`src/design/gtc_pkg.sv`:
```
// gtc_pkg: shared types and constants of the glyph text console
// used by gtc_row_seq and glyph_text_console_unit; no dependencies
package gtc_pkg;

   localparam int COORD_W     = 13;
   localparam int GLYPH_W     = 7;
   localparam int COLOR_W     = 32;
   localparam int MASK_W      = 8;
   localparam int CODE_W      = 21;
   localparam int STORE_AW    = 11;
   localparam int GLYPH_WIDTH = 8;

   localparam logic [COORD_W-1:0] COORD_MAX = '1;

   // character codes
   localparam logic [CODE_W-1:0]  CODE_NEWLINE = 21'd10;
   localparam logic [CODE_W-1:0]  CODE_LIMIT   = 21'h7F;
   localparam logic [GLYPH_W-1:0] CODE_SUBST   = 7'h3F;

   // request and result kinds
   localparam logic REQ_CHAR    = 1'b0;
   localparam logic REQ_STORE   = 1'b1;
   localparam logic KIND_DRAW   = 1'b0;
   localparam logic KIND_SCROLL = 1'b1;

   // register indexes (paddr[3:2])
   localparam logic [1:0] REG_ENABLE = 2'd0;
   localparam logic [1:0] REG_WIDTH  = 2'd1;
   localparam logic [1:0] REG_HEIGHT = 2'd2;

   localparam logic               RST_ENABLE = 1'b1;
   localparam logic [COORD_W-1:0] RST_WIDTH  = 13'd1024;
   localparam logic [COORD_W-1:0] RST_HEIGHT = 13'd768;

   // one character handed to the row sequencer
   typedef struct packed {
      logic               valid;
      logic               scroll;
      logic               draw;
      logic [COORD_W-1:0] x;
      logic [COORD_W-1:0] ybase;
      logic [COLOR_W-1:0] color;
      logic [GLYPH_W-1:0] glyph;
   } load_type;

   // sequencer status back to the top level
   typedef struct packed {
      logic busy;
      logic final_issue;
   } seq_stat_type;

   // one result beat in flight, mask joins from the glyph memory
   typedef struct packed {
      logic               kind;
      logic [COORD_W-1:0] x;
      logic [COORD_W-1:0] y;
      logic [COLOR_W-1:0] color;
      logic               last;
   } beat_type;

endpackage

```
`src/design/gtc_row_seq.sv`:
```
// gtc_row_seq: issues the scroll beat and the glyph row reads of one character
// depends on gtc_pkg; drives the read port of gtc_glyph_mem
module gtc_row_seq #(
   parameter int FONT_ROWS  = 16,
   parameter int NUM_GLYPHS = 128
) (
   input  logic                                        clock,
   input  logic                                        reset,
   input  gtc_pkg::load_type                           load,
   input  logic                                        advance,
   output gtc_pkg::seq_stat_type                       stat,
   output logic                                        ren,
   output logic [$clog2(NUM_GLYPHS*FONT_ROWS)-1:0]     raddr,
   output logic                                        s1_valid,
   output gtc_pkg::beat_type                           s1_beat
);

   localparam int AW = $clog2(NUM_GLYPHS * FONT_ROWS);
   localparam int RW = $clog2(FONT_ROWS);
   localparam logic [RW-1:0] ROW_LAST = RW'(FONT_ROWS - 1);

   logic                           busy_ff, busy_in;
   logic                           scroll_pend_ff, scroll_pend_in;
   logic                           draw_ff, draw_in;
   logic [RW-1:0]                  row_idx_ff, row_idx_in;
   logic [gtc_pkg::COORD_W-1:0]    x_ff, x_in;
   logic [gtc_pkg::COORD_W-1:0]    ybase_ff, ybase_in;
   logic [gtc_pkg::COLOR_W-1:0]    color_ff, color_in;
   logic [gtc_pkg::GLYPH_W-1:0]    glyph_ff, glyph_in;
   logic                           s1_valid_ff, s1_valid_in;
   gtc_pkg::beat_type              s1_beat_ff, s1_beat_in;
   logic                           issue;
   logic                           final_issue;

   assign issue       = busy_ff && advance;
   assign final_issue = issue && (scroll_pend_ff ? !draw_ff : (row_idx_ff == ROW_LAST));

   // beat sequencing, a new character loads on the final beat of the last one
   always_comb begin
      busy_in        = busy_ff;
      scroll_pend_in = scroll_pend_ff;
      draw_in        = draw_ff;
      row_idx_in     = row_idx_ff;
      x_in           = x_ff;
      ybase_in       = ybase_ff;
      color_in       = color_ff;
      glyph_in       = glyph_ff;
      if (issue) begin
         if (scroll_pend_ff) begin
            scroll_pend_in = 1'b0;
         end else begin
            row_idx_in = row_idx_ff + 1'b1;
         end
         if (final_issue) begin
            busy_in = 1'b0;
         end
      end
      if (load.valid) begin
         busy_in        = 1'b1;
         scroll_pend_in = load.scroll;
         draw_in        = load.draw;
         row_idx_in     = '0;
         x_in           = load.x;
         ybase_in       = load.ybase;
         color_in       = load.color;
         glyph_in       = load.glyph;
      end
   end

   // beat issued into the read stage
   always_comb begin
      s1_valid_in = s1_valid_ff;
      s1_beat_in  = s1_beat_ff;
      if (advance) begin
         s1_valid_in      = issue;
         s1_beat_in.last  = final_issue;
         if (scroll_pend_ff) begin
            s1_beat_in.kind  = gtc_pkg::KIND_SCROLL;
            s1_beat_in.x     = '0;
            s1_beat_in.y     = '0;
            s1_beat_in.color = '0;
         end else begin
            s1_beat_in.kind  = gtc_pkg::KIND_DRAW;
            s1_beat_in.x     = x_ff;
            s1_beat_in.y     = ybase_ff + gtc_pkg::COORD_W'(row_idx_ff);
            s1_beat_in.color = color_ff;
         end
      end
   end

   // control state
   always_ff @(posedge clock) begin
      if (reset) begin
         busy_ff        <= 1'b0;
         scroll_pend_ff <= 1'b0;
         s1_valid_ff    <= 1'b0;
      end else begin
         busy_ff        <= busy_in;
         scroll_pend_ff <= scroll_pend_in;
         s1_valid_ff    <= s1_valid_in;
      end
   end

   // payload state
   always_ff @(posedge clock) begin
      draw_ff    <= draw_in;
      row_idx_ff <= row_idx_in;
      x_ff       <= x_in;
      ybase_ff   <= ybase_in;
      color_ff   <= color_in;
      glyph_ff   <= glyph_in;
      s1_beat_ff <= s1_beat_in;
   end

   // glyph row read address
   assign ren   = issue && !scroll_pend_ff;
   assign raddr = AW'(32'(glyph_ff) * 32'(FONT_ROWS) + 32'(row_idx_ff));

   assign stat.busy        = busy_ff;
   assign stat.final_issue = final_issue;
   assign s1_valid         = s1_valid_ff;
   assign s1_beat          = s1_beat_ff;

endmodule

```
`config.mk`:
```
export PLATFORM = sky130hd
export DESIGN_NAME = gtc_row_seq
export DESIGN_NICKNAME = d
export VERILOG_FILES = /design/src/design/gtc_pkg.sv /design/src/design/gtc_row_seq.sv
export SDC_FILE = /design/constraint.sdc
export NUM_CORES = 1
export LEC_CHECK = 0
export BUFFER_PORTS_ARGS = -buffer_cell sky130_fd_sc_hd__buf_2
export CELL_PAD_IN_SITES_DETAIL_PLACEMENT = 0
export CELL_PAD_IN_SITES_GLOBAL_PLACEMENT = 1
export CORE_MARGIN = 2
export CORE_UTILIZATION = 35
export CTS_BUF_LIST = sky130_fd_sc_hd__clkbuf_2 sky130_fd_sc_hd__clkbuf_4 sky130_fd_sc_hd__clkbuf_8
export CTS_CLUSTER_SIZE = 14
export DETAILED_ROUTE_END_ITERATION = 7
export GPL_TIMING_DRIVEN = 0
export PLACE_DENSITY_LB_ADDON = 0.1
export SLEW_MARGIN = 15
export SYNTH_ARGS = -nofsm -noshare
export SYNTH_HDL_FRONTEND = slang
export SYNTH_SLANG_ARGS = --single-unit
```
`constraint.sdc`:
```
create_clock -name clock -period 2 [get_ports clock]
set_input_delay 0.1 -clock clock [delete_from_list [all_inputs] [get_ports clock]]
set_output_delay 0.1 -clock clock [all_outputs]
set_load 0.005 [all_outputs]
```
Word level (Yosys, flattened, before mapping)
Index checks and enable logic that the tools add are counted.
{"block": "totals", "ff_bits": 133, "output_inout_bits": 75, "wordCells": 35}
{"block": "op_classes", "n_addsub": 3, "n_eq_ne": 1, "mux": 7, "bitwise": 1, "n_reduce_logical": 9}
{"cell": "59-bit 2-to-1 mux", "n": 1}
{"cell": "13-bit by 4-bit adder with 13-bit output", "n": 1}
{"cell": "11-bit by 4-bit adder with 11-bit output", "n": 1}
{"cell": "1-bit 2-to-1 mux", "n": 6}
{"cell": "4-bit by 1-bit adder with 4-bit output, second input constant", "n": 1}
{"cell": "4-bit == test, second input constant", "n": 1}
{"cell": "2-bit AND reduction", "n": 2}
{"cell": "2-bit nonzero test", "n": 2}
{"cell": "1-bit logical AND", "n": 3}
{"cell": "1-bit zero test", "n": 2}
{"cell": "1-bit NOT", "n": 1}

Depth between registers and ports, before layout
{"block": "logic_depth", "ltp_word": 6, "ltp_mapped": 6}

Least setup slack after synthesis
No wires, ideal clock.
{"block": "synth_timing", "kind": "register to register", "startpoint": "register row_idx_ff[0]", "endpoint": "register s1_beat_ff (netlist bit s1_beat[45]), data pin", "arrival_ps": 1725, "path_slack_ps": 12, "stages_incl_launch_ff": 7, "path_buffers": 0, "path_cell_list": "dfxtp_1 > ha_1 > fa_1 > a21o_1 > a21oi_1 > or4_1 > a21oi_1"}
{"block": "synth_between", "elab_chain_cells": 1}
{"element": "start: declaration", "line": "gtc_row_seq.sv:25", "source": "logic [RW-1:0] row_idx_ff, row_idx_in;"}
{"element": "start signal: assignment", "line": "gtc_row_seq.sv:107", "source": "row_idx_ff <= row_idx_in;"}
{"element": "13-bit by 4-bit adder with 13-bit output", "line": "gtc_row_seq.sv:85", "source": "s1_beat_in.y = ybase_ff + gtc_pkg::COORD_W'(row_idx_ff);"}
{"element": "end signal: assignment", "line": "gtc_row_seq.sv:112", "source": "s1_beat_ff <= s1_beat_in;"}
{"element": "end: declaration", "line": "gtc_row_seq.sv:31", "source": "gtc_pkg::beat_type s1_beat_ff, s1_beat_in;"}
Every way passes these cells.
A chain may end at the register's enable or synchronous reset.

Final worst setup path
{"block": "layout_timing", "startpoint": "register row_idx_ff[0]", "endpoint": "register s1_beat_ff (netlist bit s1_beat[37]), data pin"}
The elaborated chain is that of the path after synthesis.

==> impl_metrics.json <==
{
  "outcome": "finished clean",
  "setup_ws_ns": 0.115,
  "synth.avg_cell_area_sq_um": 17.9,
  "cpLargestDelayFamily": "adder cells",
  "critPathKind": "reg -> reg",
  "synth-edff-count": 126,
  "grt_overflow": 0,
  "cts-htree-levels": 4,
  "dp_hpwl_mm": 5.97,
  "initial_utilization_pct": 35.9,
  "reg2reg_depth": 6,
  "tns_ns": 0,
  "die_area_sq_um": 14600,
  "die_h_um": 121,
  "yosysWarnings": 0,
  "cts_setup_buffers": 0,
  "io_pins": 146,
  "dp_slack_ns": -0.315,
  "cp-start-kind": "register",
  "hp-class": "in -> reg",
  "utilization_pct": 51.8,
  "grt_max_degree": 42,
  "irDropWorstVdd_v": 0.000547,
  "crit_arrival_ns": 2.06,
  "syn_nets": 344,
  "max_freq_ghz": 0.531,
  "fin_skew_ns": 0.00559,
  "cts_tree": "done",
  "vias_per_cell": 4.36,
  "reg2reg_to": "s1_beat[37]",
  "crit_path_max_incr_delay_ns": 0.37,
  "syn2layout_area_growth_pct": 44.4,
  "yosys.area.top_type": "edfxtp_1",
  "synth_common_cells": "edfxtp_1 (126), nor2b_1 (47), a21oi_1 (14)",
  "crit_path_top_delay_cell": "fa_2",
  "hold_depth": 1,
  "powerDensity_nw_per_um2": 886,
  "ant_nets": 0,
  "drt_pass1_iterations": 4,
  "p_total_mw": 6.10,
  "hold_path_end": "glyph_ff[4]",
  "drive_gt1_share_pct": 37.9,
  "vias": 3007,
  "ys_async_sr_fraction_pct": 0,
  "r2r_slack_ns": 0.12,
  "cts_made_buffers": 17,
  "crit_buf_inv": 0,
  "diodes": 0,
  "worst_pin_slew_ns": 0.529,
  "cp.required_ns": 2.18,
  "ys_top_cells_by_area": "edfxtp_1 (79%), nor2b_1 (6.2%), dfxtp_1 (2.9%)",
  "place_congestion": 0.699,
  "final_area_sq_um": 6890,
  "wl_mm": 9.59,
  "hold_violations": 0,
  "clock-sinks": 133,
  "slew_headroom_pct": 64.7,
  "routedWlPerCell_um": 13.9,
  "cp_cell_sequence": "ha_1, fa_2, a21o_4, a21oi_4, xor2_1, nor2_1",
  "root_buffer": "clkbuf_8",
  "synth_cells": 267,
  "drtIter0Drc": 160,
  "synthMostInstantiatedCell": "edfxtp_1",
  "critPathCaptureType": "register",
  "rows": 42,
  "ys_seq_elements": 133,
  "grt_pass1_vias": 3070,
  "min_period_ns": 1.88,
  "p_leak_nw": 2.76,
  "clk_latency_ns": 0.42,
  "clk_pin_slew_worst_paths_ns": 0.07,
  "synth-seq-area-share_pct": 82.3,
  "antenna_found_initial": 0,
  "grtUsageTotal_pct": 13.6,
  "hp-start": "load[67]",
  "cp_max_fo": 5,
  "drv_cap": 0,
  "nets": 579,
  "r2r_start": "row_idx_ff[0]",
  "synth_top_cell_area_share_pct": 79.3,
  "finalCritPeriodShare_pct": 94.2,
  "cts.path.max_buffers": 2,
  "post_dp_cell_area_sq_um": 5760,
  "portBuffers": 145,
  "finalSetupViolCount": 0,
  "drv_slew": 0,
  "yosysUniqueCellTypes": 30,
  "grt_pass1_wl_mm": 14.8,
  "drc": 0,
  "syn_area_sq_um": 4770,
  "core_sq_um": 13300,
  "dieWidth_um": 121,
  "ys.flop_type": "edfxtp_1"
}
cell type report:
cell class	count	area (sq um)
Timing Repair Buffer	215	1450
Buffer	10	60.1
Multi-Input combinational cell	121	815
Inverter	4	15.0
Clock inverter	5	75.1
Fill cell	1187	6410
Tap cell	176	220
Clock buffer	26	327
Sequential cell	133	3930
worst max path at each step:
| stage | startpoint | endpoint | slack (ns) | depth (start not counted) |
|---|---|---|---|---|
| 4_1_cts | ybase_ff[1] | s1_beat[44] | 0.03 | 5 |
| 3_5_place_dp | row_idx_ff[0] | s1_beat[45] | -0.32 | 6 |
| 3_3_place_gp | row_idx_ff[0] | s1_beat[45] | -0.28 | 6 |
| 5_1_grt | ybase_ff[3] | s1_beat[44] | -0.001 | 5 |
| 2_1_floorplan | row_idx_ff[0] | s1_beat[45] | 0.01 | 6 |
| 6_report | row_idx_ff[0] | s1_beat[37] | 0.12 | 6 |
worst reg2reg max path, stage by stage (launching register included):
cell	delay (ns)
dfxtp_2	0.35
ha_1	0.24
fa_2	0.37
a21o_4	0.24
a21oi_4	0.21
xor2_1	0.16
nor2_1	0.05
flip-flops by register name, indices dropped and copies added (netlist names):
name,flops
draw_ff,1
s1_beat,60
s1_valid,1
row_idx_ff,4
x_ff,13
color_ff,32
busy_ff,1
ybase_ff,13
glyph_ff,7
scroll_pend_ff,1
logic make-up after synthesis:
family	count (synthesis)	synth area share, %
DFF	133	82.3
and+or+nand+nor	78	9.73
AOI/OAI and AO/OA	30	3.54
buffers and inverters	14	1.57
adders and majority gates	6	1.73
xor gates and xnor gates	5	0.918
muxes	1	0.236
where the power goes:
group | internal, mW | switching [mW]
logic | 0.288 | 0.226
clock network | 1.30 | 0.938
registers | 3.29 | 0.0586
total | 4.88 | 1.22
repair_timing:
action / in CTS / in global routing
hold endpoints to repair: 69 / 0
setup endpoints to repair: 10 / 10
hold buffers: 68 / 0
pin swaps: 1 / 2
gates cloned: 0 / 1
resized for setup: 4 / 5
layer usage:
metal / routed length (um) / up-vias / share of wire (%) / track usage (%)
met3: 813 / 14 / 8.5 / 6.37
met4: 165 / 0 / 1.7 / 6.18
met5: 0 / - / 0 / 0
met2: 4700 / 106 / 49 / 22.0
met1: 3910 / 1427 / 41 / 15.4
li1: - / 1460 / - / -
stage by stage:
step / cells / hold WS, ns
CTS: 689 / 0.115
global placement: 588 / 0.277
detailed placement: 590 / 0.278
global route: 690 / 0.125
floorplan: 267 / 0.169
finish: 690 / 0.138
layout by cell type (no fill, tap or decap), types with 3 or more instances in the layout:
| cell | n |
|---|---|
| a21oi_1 | 12 |
| buf_2 | 143 |
| buf_4 | 4 |
| clkbuf_1 | 6 |
| clkbuf_4 | 5 |
| clkbuf_8 | 21 |
| clkinv_2 | 3 |
| dfxtp_1 | 5 |
| dlygate4sd3_1 | 68 |
| edfxtp_1 | 126 |
| ha_1 | 5 |
| inv_1 | 4 |
| nand2_1 | 8 |
| nand3_1 | 3 |
| nor2_1 | 5 |
| nor2b_1 | 47 |
| o21ai_0 | 9 |
| or3_1 | 6 |
| xor2_1 | 3 |
(Power assumes the default switching activity.)
